$ cat config.mk
export PLATFORM = sky130hd
export DESIGN_NAME = gated_greedy_nn_association
export DESIGN_NICKNAME = d
export VERILOG_FILES = /design/src/design/ggnn_pkg.sv /design/src/design/gated_greedy_nn_association.sv /design/src/design/ggnn_smul.sv /design/src/design/ggnn_sdiv.sv
export SDC_FILE = /design/constraint.sdc
export NUM_CORES = 2
export LEC_CHECK = 0
export BUFFER_PORTS_ARGS = -buffer_cell sky130_fd_sc_hd__buf_2
export CORE_MARGIN = 4
export CORE_UTILIZATION = 50
export DETAILED_ROUTE_END_ITERATION = 10
export GPL_TIMING_DRIVEN = 0
export PLACE_DENSITY = 0.66
export SYNTH_ARGS = -nofsm -noshare
export SYNTH_HDL_FRONTEND = slang
export SYNTH_SLANG_ARGS = --single-unit
$ cat constraint.sdc
create_clock -name clk -period 9.98 [get_ports clk]
set_input_delay 1.497 -clock clk [delete_from_list [all_inputs] [get_ports clk]]
set_output_delay 1.497 -clock clk [all_outputs]
set_load 0.02 [all_outputs]
$ cat src/design/ggnn_pkg.sv
package ggnn_pkg;

    localparam int MUL_A_W   = 32;
    localparam int MUL_B_W   = 24;
    localparam int MUL_P_W   = MUL_A_W + MUL_B_W;
    localparam int NUM_W     = 56;
    localparam int DET_W     = 48;
    localparam int QUO_W     = 16;
    localparam int FRAC_W    = 8;
    localparam int DIST_W    = 24;
    localparam int CNT_W     = 5;
    localparam int N_MUL     = 3;

    localparam logic [CNT_W-1:0] MUL_STEPS = CNT_W'(MUL_B_W);
    localparam logic [CNT_W-1:0] DIV_STEPS = CNT_W'(QUO_W);

    localparam logic REG_GATE_CHI2 = 1'b0;
    localparam logic REG_MAX_DIST  = 1'b1;

    localparam logic [15:0]       GATE_RESET = 16'd2358;
    localparam logic [31:0]       MAXD_RESET = 32'd65536;
    localparam logic [DIST_W-1:0] DIST_SAT   = '1;

    typedef enum logic [2:0] {
        ST_IDLE,
        ST_SQ,
        ST_CROSS,
        ST_DET,
        ST_DIV,
        ST_DECIDE
    } state_t;

    typedef struct packed {
        logic load;
        logic step;
    } seq_ctl_t;

    typedef struct packed {
        logic             ovf;
        logic [QUO_W-1:0] quo;
    } div_res_t;

endpackage

$ cat src/design/gated_greedy_nn_association.sv
// Channel   Valid      Stall      Payload
// input     in_valid   in_stall   track_index .. last_of_cycle
// output    out_valid  out_stall  out_track, matched, match_obs, match_dist
// config    cfg_we     -          cfg_index, cfg_data
//
// Each input word passes the accept cycle, three 24-step bit-serial multiply
// passes (squares, cross terms, determinant) and a 16-step bit-serial divide,
// each with a load cycle, then the decision state, before the next is taken.
// The result register frees the input side; the decision cycle waits only if
// a result is due while the previous one is still stalled.
// Reset clears the used-observation map and the running best at once.
module gated_greedy_nn_association #(
    parameter int MAX_OBS    = 256,
    parameter int MAX_TRACKS = 256
) (
    input  logic        clk,
    input  logic        rst_n,
    input  logic        in_valid,
    output logic        in_stall,
    input  logic [7:0]  track_index,
    input  logic [7:0]  obs_index,
    input  logic signed [15:0] innov_x,
    input  logic signed [15:0] innov_y,
    input  logic [23:0] cov_xx,
    input  logic signed [23:0] cov_xy,
    input  logic [23:0] cov_yy,
    input  logic        last_of_track,
    input  logic        last_of_cycle,
    output logic        out_valid,
    input  logic        out_stall,
    output logic [7:0]  out_track,
    output logic        matched,
    output logic [7:0]  match_obs,
    output logic [23:0] match_dist,
    input  logic        cfg_we,
    input  logic        cfg_index,
    input  logic [31:0] cfg_data
);
    import ggnn_pkg::*;

    localparam int USED_DEPTH = (MAX_OBS < 256) ? MAX_OBS : 256;
    localparam int USED_IW    = $clog2(USED_DEPTH);

    state_t            state_reg;
    state_t            state_next;
    logic [CNT_W-1:0]  cnt_reg;
    logic [CNT_W-1:0]  cnt_next;
    seq_ctl_t          mul_ctl;
    seq_ctl_t          div_ctl;

    logic [15:0]       gate_reg;
    logic [31:0]       maxd_reg;
    logic [USED_DEPTH-1:0] used_reg;
    logic [USED_DEPTH-1:0] used_next;
    logic [DIST_W-1:0] best_dist_reg;
    logic [DIST_W-1:0] best_dist_next;
    logic [7:0]        best_obs_reg;
    logic [7:0]        best_obs_next;
    logic              have_best_reg;
    logic              have_best_next;
    logic              out_valid_reg;
    logic              out_valid_next;

    logic [7:0]        trk_reg;
    logic [7:0]        obs_reg;
    logic [15:0]       xm_reg;
    logic [15:0]       ym_reg;
    logic [23:0]       sxx_reg;
    logic [23:0]       sxym_reg;
    logic [23:0]       syy_reg;
    logic              cross_neg_reg;
    logic              last_trk_reg;
    logic              last_cyc_reg;
    logic              eu_ok_reg;
    logic [NUM_W-1:0]  num_reg;
    logic              num_neg_reg;
    logic              det_ok_reg;
    logic [7:0]        out_track_reg;
    logic              matched_reg;
    logic [7:0]        match_obs_reg;
    logic [DIST_W-1:0] match_dist_reg;

    logic [MUL_A_W-1:0] mul_a [N_MUL];
    logic [MUL_B_W-1:0] mul_b [N_MUL];
    logic [MUL_P_W-1:0] mul_p [N_MUL];
    div_res_t           div_res;

    logic               accept;
    logic               out_free;
    logic               leave;
    logic [31:0]        eu2;
    logic signed [57:0] num_s;
    logic [DET_W:0]     det_s;
    logic               trk_ok;
    logic               obs_ok;
    logic               pass;
    logic [DIST_W-1:0]  quo_dist;

    assign accept   = (state_reg == ST_IDLE) && in_valid;
    assign out_free = !out_valid_reg || !out_stall;
    assign leave    = !last_trk_reg || out_free;

    // next state
    always_comb
    begin
        state_next = state_reg;
        unique case (state_reg)
            ST_IDLE:
            begin
                if (in_valid)
                begin
                    state_next = ST_SQ;
                end
            end
            ST_SQ:
            begin
                if (cnt_reg == MUL_STEPS)
                begin
                    state_next = ST_CROSS;
                end
            end
            ST_CROSS:
            begin
                if (cnt_reg == MUL_STEPS)
                begin
                    state_next = ST_DET;
                end
            end
            ST_DET:
            begin
                if (cnt_reg == MUL_STEPS)
                begin
                    state_next = ST_DIV;
                end
            end
            ST_DIV:
            begin
                if (cnt_reg == DIV_STEPS)
                begin
                    state_next = ST_DECIDE;
                end
            end
            ST_DECIDE:
            begin
                if (leave)
                begin
                    state_next = ST_IDLE;
                end
            end
            default:
            begin
                state_next = ST_IDLE;
            end
        endcase
    end

    // sequencer outputs
    always_comb
    begin
        mul_ctl  = '0;
        div_ctl  = '0;
        cnt_next = '0;
        in_stall = 1'b1;
        unique case (state_reg)
            ST_IDLE:
            begin
                in_stall = 1'b0;
            end
            ST_SQ, ST_CROSS, ST_DET:
            begin
                mul_ctl.load = (cnt_reg == '0);
                mul_ctl.step = (cnt_reg != '0);
                cnt_next     = (cnt_reg == MUL_STEPS) ? '0 : cnt_reg + 1'b1;
            end
            ST_DIV:
            begin
                div_ctl.load = (cnt_reg == '0);
                div_ctl.step = (cnt_reg != '0);
                cnt_next     = (cnt_reg == DIV_STEPS) ? '0 : cnt_reg + 1'b1;
            end
            ST_DECIDE:
            begin
                cnt_next = '0;
            end
            default:
            begin
                cnt_next = '0;
            end
        endcase
    end

    // multiplier operands per pass
    always_comb
    begin
        unique case (state_reg)
            ST_SQ:
            begin
                mul_a[0] = {16'd0, xm_reg};
                mul_b[0] = {8'd0, xm_reg};
                mul_a[1] = {16'd0, ym_reg};
                mul_b[1] = {8'd0, ym_reg};
                mul_a[2] = {16'd0, xm_reg};
                mul_b[2] = {8'd0, ym_reg};
            end
            ST_CROSS:
            begin
                mul_a[0] = mul_p[0][MUL_A_W-1:0];
                mul_b[0] = syy_reg;
                mul_a[1] = mul_p[1][MUL_A_W-1:0];
                mul_b[1] = sxx_reg;
                mul_a[2] = mul_p[2][MUL_A_W-1:0];
                mul_b[2] = sxym_reg;
            end
            default:
            begin
                mul_a[0] = {8'd0, sxx_reg};
                mul_b[0] = syy_reg;
                mul_a[1] = {8'd0, sxym_reg};
                mul_b[1] = sxym_reg;
                mul_a[2] = '0;
                mul_b[2] = '0;
            end
        endcase
    end

    for (genvar i = 0; i < N_MUL; i++)
    begin : g_mul
        ggnn_smul u_mul (
            .clk  (clk),
            .ctl  (mul_ctl),
            .a    (mul_a[i]),
            .b    (mul_b[i]),
            .prod (mul_p[i])
        );
    end

    // num = syy*x^2 - 2*sxy*x*y + sxx*y^2, det = sxx*syy - sxy^2
    always_comb
    begin
        eu2   = mul_p[0][31:0] + mul_p[1][31:0];
        num_s = $signed({2'b00, mul_p[0]}) + $signed({2'b00, mul_p[1]});
        if (cross_neg_reg)
        begin
            num_s = num_s + $signed({1'b0, mul_p[2], 1'b0});
        end
        else
        begin
            num_s = num_s - $signed({1'b0, mul_p[2], 1'b0});
        end
        det_s = {1'b0, mul_p[0][DET_W-1:0]} - {1'b0, mul_p[1][DET_W-1:0]};
    end

    ggnn_sdiv u_div (
        .clk (clk),
        .ctl (div_ctl),
        .num (num_reg),
        .den (det_s[DET_W-1:0]),
        .res (div_res)
    );

    // gate and greedy choice
    always_comb
    begin
        trk_ok   = (32'(trk_reg) < MAX_TRACKS);
        obs_ok   = (32'(obs_reg) < MAX_OBS);
        quo_dist = {{(DIST_W-QUO_W){1'b0}}, div_res.quo};
        pass     = trk_ok && obs_ok && det_ok_reg && !num_neg_reg && !div_res.ovf
                   && (div_res.quo < gate_reg) && eu_ok_reg
                   && !used_reg[obs_reg[USED_IW-1:0]]
                   && (!have_best_reg || (quo_dist < best_dist_reg));

        best_dist_next = pass ? quo_dist : best_dist_reg;
        best_obs_next  = pass ? obs_reg : best_obs_reg;
        have_best_next = pass || have_best_reg;

        used_next = used_reg;
        if (last_trk_reg && have_best_next)
        begin
            used_next[best_obs_next[USED_IW-1:0]] = 1'b1;
        end
        if (last_cyc_reg)
        begin
            used_next = '0;
        end

        out_valid_next = out_valid_reg && out_stall;
        if ((state_reg == ST_DECIDE) && leave && last_trk_reg)
        begin
            out_valid_next = 1'b1;
        end
    end

    always_ff @(posedge clk or negedge rst_n)
    begin
        if (!rst_n)
        begin
            state_reg     <= ST_IDLE;
            cnt_reg       <= '0;
            gate_reg      <= GATE_RESET;
            maxd_reg      <= MAXD_RESET;
            used_reg      <= '0;
            best_dist_reg <= DIST_SAT;
            best_obs_reg  <= '0;
            have_best_reg <= 1'b0;
            out_valid_reg <= 1'b0;
        end
        else
        begin
            state_reg     <= state_next;
            cnt_reg       <= cnt_next;
            out_valid_reg <= out_valid_next;
            if (cfg_we)
            begin
                unique case (cfg_index)
                    REG_GATE_CHI2: gate_reg <= cfg_data[15:0];
                    REG_MAX_DIST:  maxd_reg <= cfg_data;
                    default:       gate_reg <= gate_reg;
                endcase
            end
            if ((state_reg == ST_DECIDE) && leave)
            begin
                used_reg <= used_next;
                if (last_trk_reg)
                begin
                    best_dist_reg <= DIST_SAT;
                    best_obs_reg  <= '0;
                    have_best_reg <= 1'b0;
                end
                else
                begin
                    best_dist_reg <= best_dist_next;
                    best_obs_reg  <= best_obs_next;
                    have_best_reg <= have_best_next;
                end
            end
        end
    end

    always_ff @(posedge clk)
    begin
        if (accept)
        begin
            trk_reg       <= track_index;
            obs_reg       <= obs_index;
            xm_reg        <= innov_x[15] ? 16'(~innov_x + 16'sd1) : innov_x;
            ym_reg        <= innov_y[15] ? 16'(~innov_y + 16'sd1) : innov_y;
            sxx_reg       <= cov_xx;
            sxym_reg      <= cov_xy[23] ? 24'(~cov_xy + 24'sd1) : cov_xy;
            syy_reg       <= cov_yy;
            cross_neg_reg <= cov_xy[23] ^ innov_x[15] ^ innov_y[15];
            last_trk_reg  <= last_of_track;
            last_cyc_reg  <= last_of_cycle;
        end
        if ((state_reg == ST_CROSS) && (cnt_reg == '0))
        begin
            eu_ok_reg <= (eu2 < maxd_reg);
        end
        if ((state_reg == ST_DET) && (cnt_reg == '0))
        begin
            num_neg_reg <= num_s[57];
            num_reg     <= num_s[NUM_W-1:0];
        end
        if ((state_reg == ST_DIV) && (cnt_reg == '0))
        begin
            det_ok_reg <= !det_s[DET_W] && (det_s[DET_W-1:0] != '0);
        end
        if ((state_reg == ST_DECIDE) && leave && last_trk_reg)
        begin
            out_track_reg  <= trk_reg;
            matched_reg    <= have_best_next;
            match_obs_reg  <= have_best_next ? best_obs_next : 8'd0;
            match_dist_reg <= have_best_next ? best_dist_next : '0;
        end
    end

    assign out_valid  = out_valid_reg;
    assign out_track  = out_track_reg;
    assign matched    = matched_reg;
    assign match_obs  = match_obs_reg;
    assign match_dist = match_dist_reg;

endmodule

$ cat src/design/ggnn_smul.sv
module ggnn_smul (
    input  logic                     clk,
    input  ggnn_pkg::seq_ctl_t       ctl,
    input  logic [ggnn_pkg::MUL_A_W-1:0] a,
    input  logic [ggnn_pkg::MUL_B_W-1:0] b,
    output logic [ggnn_pkg::MUL_P_W-1:0] prod
);
    import ggnn_pkg::*;

    logic [MUL_A_W-1:0] a_reg;
    logic [MUL_B_W-1:0] b_reg;
    logic [MUL_P_W-1:0] acc_reg;
    logic [MUL_P_W-1:0] acc_next;

    // msb-first shift-add, one multiplier bit per cycle
    always_comb
    begin
        acc_next = {acc_reg[MUL_P_W-2:0], 1'b0};
        if (b_reg[MUL_B_W-1])
        begin
            acc_next = acc_next + {{MUL_B_W{1'b0}}, a_reg};
        end
    end

    always_ff @(posedge clk)
    begin
        if (ctl.load)
        begin
            a_reg   <= a;
            b_reg   <= b;
            acc_reg <= '0;
        end
        else if (ctl.step)
        begin
            b_reg   <= {b_reg[MUL_B_W-2:0], 1'b0};
            acc_reg <= acc_next;
        end
    end

    assign prod = acc_reg;

endmodule

$ cat src/design/ggnn_sdiv.sv
module ggnn_sdiv (
    input  logic                       clk,
    input  ggnn_pkg::seq_ctl_t         ctl,
    input  logic [ggnn_pkg::NUM_W-1:0] num,
    input  logic [ggnn_pkg::DET_W-1:0] den,
    output ggnn_pkg::div_res_t         res
);
    import ggnn_pkg::*;

    logic [DET_W-1:0]  den_reg;
    logic [DET_W-1:0]  rem_reg;
    logic [QUO_W-1:0]  lo_reg;
    logic [QUO_W-1:0]  quo_reg;
    logic              ovf_reg;
    logic [DET_W:0]    rem_sh;
    logic [DET_W:0]    rem_sub;
    logic              qbit;

    // restoring division of num*2^8 by den, one quotient bit per cycle
    always_comb
    begin
        rem_sh  = {rem_reg, lo_reg[QUO_W-1]};
        rem_sub = rem_sh - {1'b0, den_reg};
        qbit    = (rem_sh >= {1'b0, den_reg});
    end

    always_ff @(posedge clk)
    begin
        if (ctl.load)
        begin
            den_reg <= den;
            rem_reg <= num[NUM_W-1:FRAC_W];
            lo_reg  <= {num[FRAC_W-1:0], {(QUO_W-FRAC_W){1'b0}}};
            quo_reg <= '0;
            ovf_reg <= (num[NUM_W-1:FRAC_W] >= den);
        end
        else if (ctl.step)
        begin
            rem_reg <= qbit ? rem_sub[DET_W-1:0] : rem_sh[DET_W-1:0];
            lo_reg  <= {lo_reg[QUO_W-2:0], 1'b0};
            quo_reg <= {quo_reg[QUO_W-2:0], qbit};
        end
    end

    assign res.ovf = ovf_reg;
    assign res.quo = quo_reg;

endmodule
==> summary.md <==
| Metric | Value |
|---|---|
| Final nets | `7683` |
| Clk sinks | `between 1000 and 1500` |
| Synthesized area per cell | `9.530 um^2` |
| HPWL after detailed placement | `165900 um` |
| Total core area | `127800 um^2` |
| Max_cap viols | `1` |
| Row cnt | `131` |
| Overflow after GRT | `0` |
| Die Area | `between 100000 and 150000 um^2` |
| Final setup fails | `0` |
| Via/cell ratio | `6.181` |
| All-layer global routing usage | `between 30% and 40%` |
| Max reg flops | `about 260` |
| Ports | `approximately 200` |
| Status | `finished with violations` |
| Hold-fix buffers, CTS | `0` |
| Main synth FF type | `edfxtp_1` |
| Routed len/inst | `23.95 um` |
| Starting DRT DRC Count | `5442` |
| Fin. Hold Viols | `0` |
| Setup TNS | `0 ps` |
| Peak VDD IR | `0.2037 mV` |
| First-pass GRT wire length | `319800 um` |
| Yosys cell types | `100` |
| H-tree depth | `3` |
| DR vias | `around 55000` |
| Crit path arrival time | `8520 ps` |
| Critical Path RT | `10430 ps` |
| Placed insts | `8649` |
| Post-synth top area cell | `edfxtp_1` |
| Fillers | `approximately 11000` |
| Fin Clk Skew | `~50 ps` |
| Fin crit share | `80.86%` |
| Setup Fix Bufs, Post-CTS | `0` |
| YS warnings | `0` |
| Type of the worst min-delay path | `reg2reg` |
| Global placement routability congestion | `0.9701` |
| RSZ-0062 raised after global routing | `no` |
| Period minus WS final | `slightly above 8000 ps` |
| Finished Layout Cells | `8860` |
| Clock transition at path regs | `roughly 60 ps` |
| Net Count, Synth | `approximately 7400` |
| EDFF count, synth | `496` |
| Synth top area cells | `edfxtp_1, dfrtp_1, ha_1` |
| CP endpoint kind | `flip-flop` |
| Async SR Flop Fraction | `about a third` |
| Mapped Cells | `6772` |
| Routed WL | `212200 um` |
| CP startpoint kind | `flip-flop` |
| Top-count cell post-synth | `nand2_1` |
| IO buf count | `200` |
| Sequential share of the synthesized area | `42.26%` |
| Synthesized cell area | `64530 um^2` |
| Final core utilization | `56.18%` |
| Share of layout cells above drive strength 1 | `roughly 9.0%` |
| Post-CTS sizing | `0` |
| Layout area overhead | `11.29%` |
| Worst-path maximum fanout | `10` |
| Initial antenna violation count | `6` |
| Largest net degree at the start of global routing | `about 110` |
| Slew @ Worst Pin | `1490 ps` |
| Synthesis-stage register bit count | `about 1000` |
| Failing checks | `max-capacitance violations, max-slew violations` |
| Setup Slack @ Placement | `2105 ps` |
| TritonRoute pass-1 iters | `8` |
| Worst relative slew slack | `-0.6087%` |
| Clock Latency Late Sink | `760 ps` |
| CTS tree | `done` |
| Vias in the first global route | `51914` |
| Leakage | `around 30 nW` |
| Cts bufs inserted | `111` |
| Max clock buf depth | `3` |
| F_max | `123.9 MHz` |
| ANT nets after route | `0` |
| Initial Utilization | `between 50% and 60%` |
| Crit Path Class | `reg2reg` |
| Final Slew Violations | `1` |
| PD cells | `374.6 nW/um^2` |
| Width of the die | `367.3 um` |
| PnR worst setup slack | `1910 ps` |
| Drc violations | `0` |
| Share of the synthesized area in the top cell type | `around 23%` |
| Die Y | `between 300 and 400 um` |
| Clock Tree Root | `clkbuf_16` |
| Commonest cells post-synth | `nand2_1, nor2_1, a21oi_1` |
-- layer usage --
layer | up-vias | global-route usage, % | routed length (um) | share of wire (%)
met5 | - | 0 | 0 | 0
met4 | 0 | 12.15 | 9645 | 4.5
met3 | 409 | 4.484 | 16150 | 7.6
met2 | 2286 | 47.49 | 93860 | 44
met1 | 26650 | 43.06 | 92530 | 44
li1 | 25422 | - | - | -
-- through the flow --
step                power (mW)  instance area (um^2)  hold WS, ps
CTS                      26.57                 71820        419.0
global route             28.69                 71820        429.5
floorplan                17.44                 64530        400.3
detailed placement       22.15                 67980        405.6
finish                   26.90                 71820        416.8
global placement         21.94                 67610        400.3
-- path summary, 6_finish.rpt --
path | from | end | cells past startpoint | slack (ps)
worst max register to register | g_mul[1].u_mul.prod[12] | num_neg_reg | 26 | 1910
worst min-delay path | trk_reg[3] | out_track[3] | 0 | 420
max in group asynchronous | rst_n | used_reg[96] | 3 | 7880
worst min register to register | trk_reg[3] | out_track[3] | 0 | 420
min in group asynchronous | rst_n | maxd_reg[21] | 1 | 680
worst max-delay path | g_mul[1].u_mul.prod[12] | num_neg_reg | 26 | 1910
-- critical path, stage by stage (launching register included) --
cell and delay [ps]:
dfxtp_1 480, inv_1 110, ha_1 280, clkbuf_1 370, inv_1 130, a2111oi_0 590, nand3_1 140, o21ai_0 630
nor2_1 170, nor2_1 130, nor2_1 50, nor2_1 210, o221a_2 230, o21bai_1 70, xnor2_1 490, ha_1 210
clkbuf_1 280, nand4_1 220, a211oi_1 380, nand2_1 100, nor3_1 390, o31ai_1 260, a311oi_1 530, o21ai_0 280
a211oi_1 350, o31ai_1 180, o311ai_0 530
-- area by class of cell --
cell class | count | area (um^2) | share of cell area [%]
Antenna cell | 2 | 5.005 | 0.006968
Clock inverter | 55 | 730.7 | 1.017
Tap cell | 1662 | 2079 | 2.895
Multi-Input combinational cell | 5031 | 34500 | 48.04
Inverter | 349 | 1310 | 1.824
Sequential cell | 1026 | 27270 | 37.98
Buffer | 366 | 1490 | 2.075
Clock buffer | 154 | 3112 | 4.333
Timing Repair Buffer | 215 | 1319 | 1.836
-- layout by cell type (no fill, tap or decap), drive strengths merged, types with 44 or more instances in the layout --
cell,n
nand2,688
nor2,511
a21oi,501
o21ai,501
edfxtp,496
clkbuf,450
ha,416
inv,347
dfrtp,315
buf,285
xnor2,259
dfxtp,184
a21o,169
nand3,168
a22o,161
xor2,140
mux2i,137
nor3,114
nand2b,82
mux4,81
nor2b,77
a31oi,77
o31ai,63
and2,63
o21a,59
nand4,59
and3,54
o22ai,53
nor4,50
o21bai,44
-- power breakdown --
part / internal, mW / switching, mW / total (mW) / leakage [nW]
Sequential: 5.73 / 0.787 / 6.51 / 10.8
Combinational: 5.87 / 10.2 / 16.0 / 17.6
Clock: 2.55 / 1.79 / 4.34 / 1.87
Total: 14.1 / 12.8 / 26.9 / 30.3
-- cell families (layout without fill, tap and decap cells) --
kind of cell / Yosys count / in the layout / synth area share, %
buf+inv: 715 / 1139 / 4.327
other cells: 0 / 2 / 0
mux: 258 / 258 / 5.727
compound gates: 1939 / 1939 / 19.36
flops: 1026 / 1026 / 42.26
fa+ha+maj: 423 / 423 / 8.283
simple gates: 2012 / 2012 / 14.62
xor+xnor: 399 / 399 / 5.415
(Power assumes the default switching activity.)
